## config.mk

```make
export PLATFORM = sky130hd
export DESIGN_NAME = ipv4_header_validator
export DESIGN_NICKNAME = d
export VERILOG_FILES = /design/src/hw/rtl/ipv4hv_pkg.sv /design/src/hw/rtl/ipv4_header_validator.sv
export SDC_FILE = /design/constraint.sdc
export NUM_CORES = 1
export LEC_CHECK = 0
export BUFFER_PORTS_ARGS = -buffer_cell sky130_fd_sc_hd__buf_2
export CAP_MARGIN = 25
export CORE_ASPECT_RATIO = 1.75
export CORE_MARGIN = 3
export CORE_UTILIZATION = 40
export DETAILED_ROUTE_END_ITERATION = 12
export SYNTH_ARGS = -nofsm -noshare
export SYNTH_HDL_FRONTEND = slang
export SYNTH_SLANG_ARGS = --single-unit
```

## constraint.sdc

```tcl
create_clock -name i_clk -period 9.5 [get_ports i_clk]
set_clock_uncertainty 0.2 [all_clocks]
set_input_delay 2.375 -clock i_clk [delete_from_list [all_inputs] [get_ports i_clk]]
set_output_delay 2.375 -clock i_clk [all_outputs]
set_load 0.02 [all_outputs]
```

## src/hw/rtl/ipv4hv_pkg.sv

```systemverilog
// Shared constants and helpers for the IPv4 header validator.
// No dependencies.
package ipv4hv_pkg;

    localparam int unsigned WordW  = 16;
    localparam int unsigned ProtoW = 8;
    localparam int unsigned StatW  = 3;
    localparam int unsigned IdxW   = 5;
    localparam int unsigned HbW    = 6;

    typedef logic [WordW-1:0]  t_word;
    typedef logic [ProtoW-1:0] t_proto;
    typedef logic [StatW-1:0]  t_status;
    typedef logic [IdxW-1:0]   t_idx;
    typedef logic [HbW-1:0]    t_hbytes;

    localparam t_status ST_ACCEPT       = 3'd0;
    localparam t_status ST_BAD_VERSION  = 3'd1;
    localparam t_status ST_SHORT_HEADER = 3'd2;
    localparam t_status ST_TTL_ZERO     = 3'd3;
    localparam t_status ST_BAD_CSUM     = 3'd4;
    localparam t_status ST_BAD_PROTO    = 3'd5;

    localparam logic [3:0] IP_VERSION   = 4'd4;
    localparam logic [3:0] IHL_MIN      = 4'd5;
    localparam t_idx       IDX_LENGTH   = 5'd1;
    localparam t_idx       IDX_TTL_PROT = 5'd4;
    localparam t_proto     PROTO_RESET  = 8'd1;
    localparam t_word      CSUM_GOOD    = 16'hFFFF;

    // One's-complement add with end-around carry; cannot overflow twice.
    function automatic t_word ones_add(input t_word a, input t_word b);
        logic [WordW:0] s;
        s = {1'b0, a} + {1'b0, b};
        return s[WordW-1:0] + {{(WordW-1){1'b0}}, s[WordW]};
    endfunction

endpackage

```

## src/hw/rtl/ipv4_header_validator.sv

```systemverilog
// IPv4 header validator top level: header checks, checksum and verdict.
// Depends on ipv4hv_pkg.
//
//  Channel   Direction  Handshake                 Payload
//  -------   ---------  ------------------------  ------------------------------------------
//  input     in         i_in_valid / o_in_ready   i_header_word, i_start_req
//  result    out        o_out_valid / i_out_ready o_status, o_protocol, o_total_length,
//                                                 o_header_bytes
//  config    in         i_cfg_we (no wait)        i_cfg_data (accepted protocol)
//
// One word is taken per cycle unless the result register is full and stalled;
// the verdict for a header appears in the result register on the cycle after its
// last word (or its first word, when the version or header length is bad).
// Synchronous active-low reset clears the parse state and the result valid,
// and sets the accepted protocol to ICMP.
// The result register stalls on i_out_ready low; input is still taken while
// the result is being drained, and is held off only when the result is full.
module ipv4_header_validator (
    input  logic                   i_clk,
    input  logic                   i_rst_n,
    // configuration
    input  logic                   i_cfg_we,
    input  ipv4hv_pkg::t_proto     i_cfg_data,
    // word stream
    input  logic                   i_in_valid,
    output logic                   o_in_ready,
    input  ipv4hv_pkg::t_word      i_header_word,
    input  logic                   i_start_req,
    // verdicts
    output logic                   o_out_valid,
    input  logic                   i_out_ready,
    output ipv4hv_pkg::t_status    o_status,
    output ipv4hv_pkg::t_proto     o_protocol,
    output ipv4hv_pkg::t_word      o_total_length,
    output ipv4hv_pkg::t_hbytes    o_header_bytes
);
    import ipv4hv_pkg::*;

    // Parse state
    t_proto  r_acc_proto;
    t_idx    r_word_idx,  n_word_idx;
    t_idx    r_hdr_words, n_hdr_words;
    t_word   r_sum,       n_sum;
    logic    r_busy,      n_busy;
    logic    r_ttl_zero,  n_ttl_zero;
    t_proto  r_seen_prot, n_seen_prot;
    t_word   r_seen_len,  n_seen_len;

    // Result register
    logic    r_out_valid;
    t_status r_status,   n_status;
    t_proto  r_res_prot, n_res_prot;
    t_word   r_res_len,  n_res_len;
    t_hbytes r_res_hb,   n_res_hb;
    logic    n_emit;

    logic       xfer_in;
    logic [3:0] version;
    logic [3:0] ihl;
    t_idx       idx_inc;

    // Take a word whenever the result slot is free or is being drained now.
    assign o_in_ready = !r_out_valid || i_out_ready;
    assign xfer_in    = i_in_valid && o_in_ready;

    assign version = i_header_word[15:12];
    assign ihl     = i_header_word[11:8];
    assign idx_inc = r_word_idx + t_idx'(1);

    always_comb begin
        n_word_idx  = r_word_idx;
        n_hdr_words = r_hdr_words;
        n_sum       = r_sum;
        n_busy      = r_busy;
        n_ttl_zero  = r_ttl_zero;
        n_seen_prot = r_seen_prot;
        n_seen_len  = r_seen_len;
        n_emit      = 1'b0;
        n_status    = ST_ACCEPT;
        n_res_prot  = '0;
        n_res_len   = '0;
        n_res_hb    = {ihl, 2'b00};

        if (xfer_in) begin
            if (i_start_req) begin
                // New datagram: abandon any unfinished header.
                n_seen_prot = '0;
                n_seen_len  = '0;
                n_ttl_zero  = 1'b0;
                if (version != IP_VERSION) begin
                    n_busy   = 1'b0;
                    n_emit   = 1'b1;
                    n_status = ST_BAD_VERSION;
                end else if (ihl < IHL_MIN) begin
                    n_busy   = 1'b0;
                    n_emit   = 1'b1;
                    n_status = ST_SHORT_HEADER;
                end else begin
                    n_busy      = 1'b1;
                    n_hdr_words = {ihl, 1'b0};
                    n_word_idx  = t_idx'(1);
                    n_sum       = i_header_word;
                end
            end else if (r_busy) begin
                n_sum = ones_add(r_sum, i_header_word);
                if (r_word_idx == IDX_LENGTH) begin
                    n_seen_len = i_header_word;
                end
                if (r_word_idx == IDX_TTL_PROT) begin
                    n_ttl_zero  = (i_header_word[15:8] == '0);
                    n_seen_prot = i_header_word[7:0];
                end
                n_word_idx = idx_inc;
                // Last header word: form the verdict in priority order.
                if (idx_inc == r_hdr_words) begin
                    n_busy     = 1'b0;
                    n_emit     = 1'b1;
                    n_res_prot = n_seen_prot;
                    n_res_len  = n_seen_len;
                    n_res_hb   = {r_hdr_words, 1'b0};
                    priority if (n_ttl_zero) begin
                        n_status = ST_TTL_ZERO;
                    end else if (n_sum != CSUM_GOOD) begin
                        n_status = ST_BAD_CSUM;
                    end else if (n_seen_prot != r_acc_proto) begin
                        n_status = ST_BAD_PROTO;
                    end else begin
                        n_status = ST_ACCEPT;
                    end
                end
            end
            // words outside a header are dropped
        end
    end

    // Control state
    always_ff @(posedge i_clk) begin
        if (!i_rst_n) begin
            r_acc_proto <= PROTO_RESET;
            r_word_idx  <= '0;
            r_hdr_words <= '0;
            r_sum       <= '0;
            r_busy      <= 1'b0;
            r_ttl_zero  <= 1'b0;
            r_seen_prot <= '0;
            r_seen_len  <= '0;
            r_out_valid <= 1'b0;
        end else begin
            if (i_cfg_we) begin
                r_acc_proto <= i_cfg_data;
            end
            r_word_idx  <= n_word_idx;
            r_hdr_words <= n_hdr_words;
            r_sum       <= n_sum;
            r_busy      <= n_busy;
            r_ttl_zero  <= n_ttl_zero;
            r_seen_prot <= n_seen_prot;
            r_seen_len  <= n_seen_len;
            if (n_emit) begin
                r_out_valid <= 1'b1;
            end else if (i_out_ready) begin
                r_out_valid <= 1'b0;
            end
        end
    end

    // Result payload: load on a new verdict, hold otherwise
    always_ff @(posedge i_clk) begin
        if (n_emit) begin
            r_status   <= n_status;
            r_res_prot <= n_res_prot;
            r_res_len  <= n_res_len;
            r_res_hb   <= n_res_hb;
        end
    end

    assign o_out_valid    = r_out_valid;
    assign o_status       = r_status;
    assign o_protocol     = r_res_prot;
    assign o_total_length = r_res_len;
    assign o_header_bytes = r_res_hb;

endmodule

```

==> flow_metrics.tcl <==
set metrics [dict create \
    outcome "finished, final reports clean" \
    cellLeakagePower_nw 2.29 \
    synth-seq-cells 91 \
    grt_usage 0.189 \
    syn_avg_cell_area_um2 9.14 \
    fin_crit_sh 0.728 \
    grt-ovfl-total 0 \
    post_drt_wl_per_cell_um 17.0 \
    grt_pass1_wl_um 21900 \
    reg2reg_slack_ns 4.46 \
    io_pins 65 \
    crit_required_ns 9.40 \
    period_minus_slack_ns 6.92 \
    place_congestion 0.918 \
    rsz0062_at_grt "false" \
    path_clk_slew_ns 0.06 \
    worst_slew_pin_slew_ns 0.892 \
    start_kind "input pin" \
    clock_sinks 91 \
    grt_pass1_vias 4321 \
    antenna_cells 0 \
    critical-path-top-delay-family "compound AO/OA/AOI/OAI gates" \
    drv_slew 0 \
    end_kind "register" \
    yosysWarnings 0 \
    fill_cells 1291 \
    cts-htree-levels 3 \
    grt_max_degree 60 \
    pwr-share-clk 0.417 \
    vias_per_cell 5.55 \
    combPwrFrac 0.140 \
    worst_ep_arrival_time_ns 6.82 \
    hpwl_um 10500 \
    maxCapViolCount 0 \
    slew_headroom 0.406 \
    start_util 0.410 \
    dp_cells 792 \
    critical_path_class "input pin to register" \
    vias 4481 \
    synth_ff_type "dfxtp_1" \
    rows 55 \
    synth_seq_area_share 0.402 \
    core_area_um2 12900 \
    slowest_stage "nor4b_1" \
    clock.fmax_mhz 145 \
    drt_iter0_markers 212 \
    slowest_delay_ns 0.47 \
    synth_top_area_frac 0.226 \
    die_w_um 93.1 \
    die_area_um2 14700 \
    route.detailed.drc 0 \
    ir_drop_mv 0.0692 \
    die_h_um 158 \
    seq_power_share 0.443 \
    ctsLongestPathBuffers 2 \
    clk_latency_ns 0.34 \
    synth-edff-count 31 \
    yosys.cell_types.count 63 \
    p_sw_w 0.000243 \
    switching_share 0.259 \
    area.growth.synth_to_final_pct 15.2 \
    drive_gt1_frac 0.154 \
    syn_inst 581 \
    wl_um 13700 \
    whs_ns 0.279 \
    path_buf_inv 1 \
    instances_no_fill 808 \
    io_buffers 62 \
    grt_antenna_before_repair 0 \
    cp_common_cell "ha_1" \
    tns_ns 0 \
    postSynth.asyncResetShare 0 \
    cts_hold_buffers 0 \
    final_net_count 684 \
    synthesis.area_um2 5310 \
    hold_viol_final 0 \
    yosysTopAreaCell "dfxtp_1" \
    powerDensity_nw_per_um2 153 \
    hold_path_class "register to register" \
    numCtsBuffers 9 \
    internal_power_w 0.000693 \
    timing.critical_path.cells "buf_2, ha_1, fa_1, a21o_1, a221oi_4, o311a_1, o21bai_1, a21oi_1, nor2b_1, o21ai_0, nand2b_1, ha_1, ha_1, xnor2_1, nor4b_1, o2111ai_1, nor4_1, nand3_1, o21a_1" \
    ant_nets 0 \
    cts_resized 0 \
    setup_viol 0 \
    cts_root_buffer "clkbuf_16" \
    synthTopCellsByArea "dfxtp_1 23%, edfxtp_1 18%, nand2_1 5.2%" \
    cts_setup_buffers 0 \
    firstDrtPassIters 5 \
    cts_tree "built" \
    crit_path_max_fanout 6 \
]
## per-layer routing
| metal | wire length (um) | vias to the layer above | GRT usage |
|---|---|---|---|
| met1 | 5470 | 2171 | 0.210 |
| met5 | 0 | - | 0 |
| met4 | 485 | 0 | 0.0901 |
| met3 | 322 | 32 | 0.0236 |
| met2 | 7470 | 91 | 0.352 |
| li1 | - | 2187 | - |
## cells by family (layout without fill, tap and decap cells)
| group | count (synthesis) | after routing | synth area share |
|---|---|---|---|
| adders and majority gates | 22 | 22 | 0.0533 |
| and+or+nand+nor | 225 | 225 | 0.216 |
| other | 1 | 2 | 0.000706 |
| AOI/OAI and AO/OA | 138 | 138 | 0.179 |
| DFF | 91 | 91 | 0.402 |
| buffers and inverters | 39 | 94 | 0.0332 |
| muxes | 27 | 27 | 0.0518 |
| xor gates and xnor gates | 38 | 38 | 0.0641 |
## worst paths after layout
| check | endpoint | start | cells past startpoint |
|---|---|---|---|
| max | o_status[2]$_SDFFCE_PP0P_ | i_header_word[0] | 19 |
| min | r_sum[4]$_SDFFE_PN0P_ | r_sum[4]$_SDFFE_PN0P_ | 2 |
| max reg2reg | o_status[2]$_SDFFCE_PP0P_ | r_sum[0]$_SDFFE_PN0P_ | 18 |
| min reg2reg | r_sum[4]$_SDFFE_PN0P_ | r_sum[4]$_SDFFE_PN0P_ | 2 |
## stage by stage
step,cell area (um^2),setup WS (ns),total power (W),utilization
5_1_grt,6110,2.23,0.000971,0.473
4_1_cts,6110,2.66,0.000941,0.473
6_report,6110,2.58,0.000936,0.473
2_1_floorplan,5310,2.98,0.000514,-
3_3_place_gp,5750,2.45,0.000551,0.444
3_5_place_dp,5790,2.30,0.000553,0.447
## cell type report
type	count	area, um^2	area share
Tap cell	171	214	0.0350
Clock buffer	10	229	0.0374
Multi-Input combinational cell	452	3020	0.494
Inverter	9	33.8	0.00552
Clock inverter	6	96.3	0.0158
Timing Repair Buffer	69	387	0.0632
Sequential cell	91	2130	0.349
## Yosys cell counts, types with 10 or more instances
cell type and number:
xor2_1 19, o21ai_0 18, xnor2_1 18, nor2_1 34, nor2b_1 40, edfxtp_1 31
a21oi_1 29, clkbuf_1 22, dfxtp_1 60, nand2_1 73, nand3_1 18, and3_1 10
mux2i_1 23, a21boi_0 13, a22oi_1 25, ha_1 21
## worst register-to-register path, delay by kind of cell, from the launching register on
family                     cells  cell delay [ns]
AOI/OAI and AO/OA              8             1.77
and+or+nand+nor                5             1.20
adders and majority gates      4             1.13
DFF                            1             0.32
xor gates and xnor gates       1             0.17
## cell usage in the layout, fill, tap and decap left out, types with 3 or more instances in the layout
| cell | instances |
|---|---|
| a211oi_1 | 4 |
| a21boi_0 | 13 |
| a21o_1 | 7 |
| a21oi_1 | 29 |
| a22oi_1 | 25 |
| a31oi_1 | 4 |
| and2_1 | 7 |
| and3_1 | 10 |
| buf_2 | 62 |
| buf_4 | 5 |
| clkbuf_16 | 9 |
| dfxtp_1 | 60 |
| edfxtp_1 | 31 |
| ha_1 | 21 |
| inv_1 | 8 |
| mux2_2 | 4 |
| mux2i_1 | 23 |
| nand2_1 | 73 |
| nand2b_1 | 5 |
| nand3_1 | 18 |
| nand4_1 | 8 |
| nor2_1 | 34 |
| nor2b_1 | 40 |
| nor3_1 | 7 |
| nor4_1 | 4 |
| o211a_1 | 4 |
| o211ai_1 | 8 |
| o21a_1 | 4 |
| o21ai_0 | 18 |
| o21ai_1 | 4 |
| or3_1 | 3 |
| xnor2_1 | 18 |
| xor2_1 | 19 |
## state kept, by name, indices dropped and copies added, names as in the netlist
| signal | count |
|---|---|
| o_header_bytes | 4 |
| o_out_valid | 1 |
| o_protocol | 8 |
| o_status | 3 |
| o_total_length | 16 |
| r_acc_proto | 8 |
| r_busy | 1 |
| r_hdr_words | 4 |
| r_seen_len | 16 |
| r_seen_prot | 8 |
| r_sum | 16 |
| r_ttl_zero | 1 |
| r_word_idx | 5 |
## power groups by stage
stage	Clock [W]	Sequential (W)	Combinational, W
floorplan	0	0.000427	0.0000873
global placement	0	0.000423	0.000128
detailed placement	0	0.000423	0.000130
CTS	0.000396	0.000415	0.000130
global route	0.000411	0.000415	0.000144
finish	0.000390	0.000415	0.000131
(Power assumes the default switching activity.)
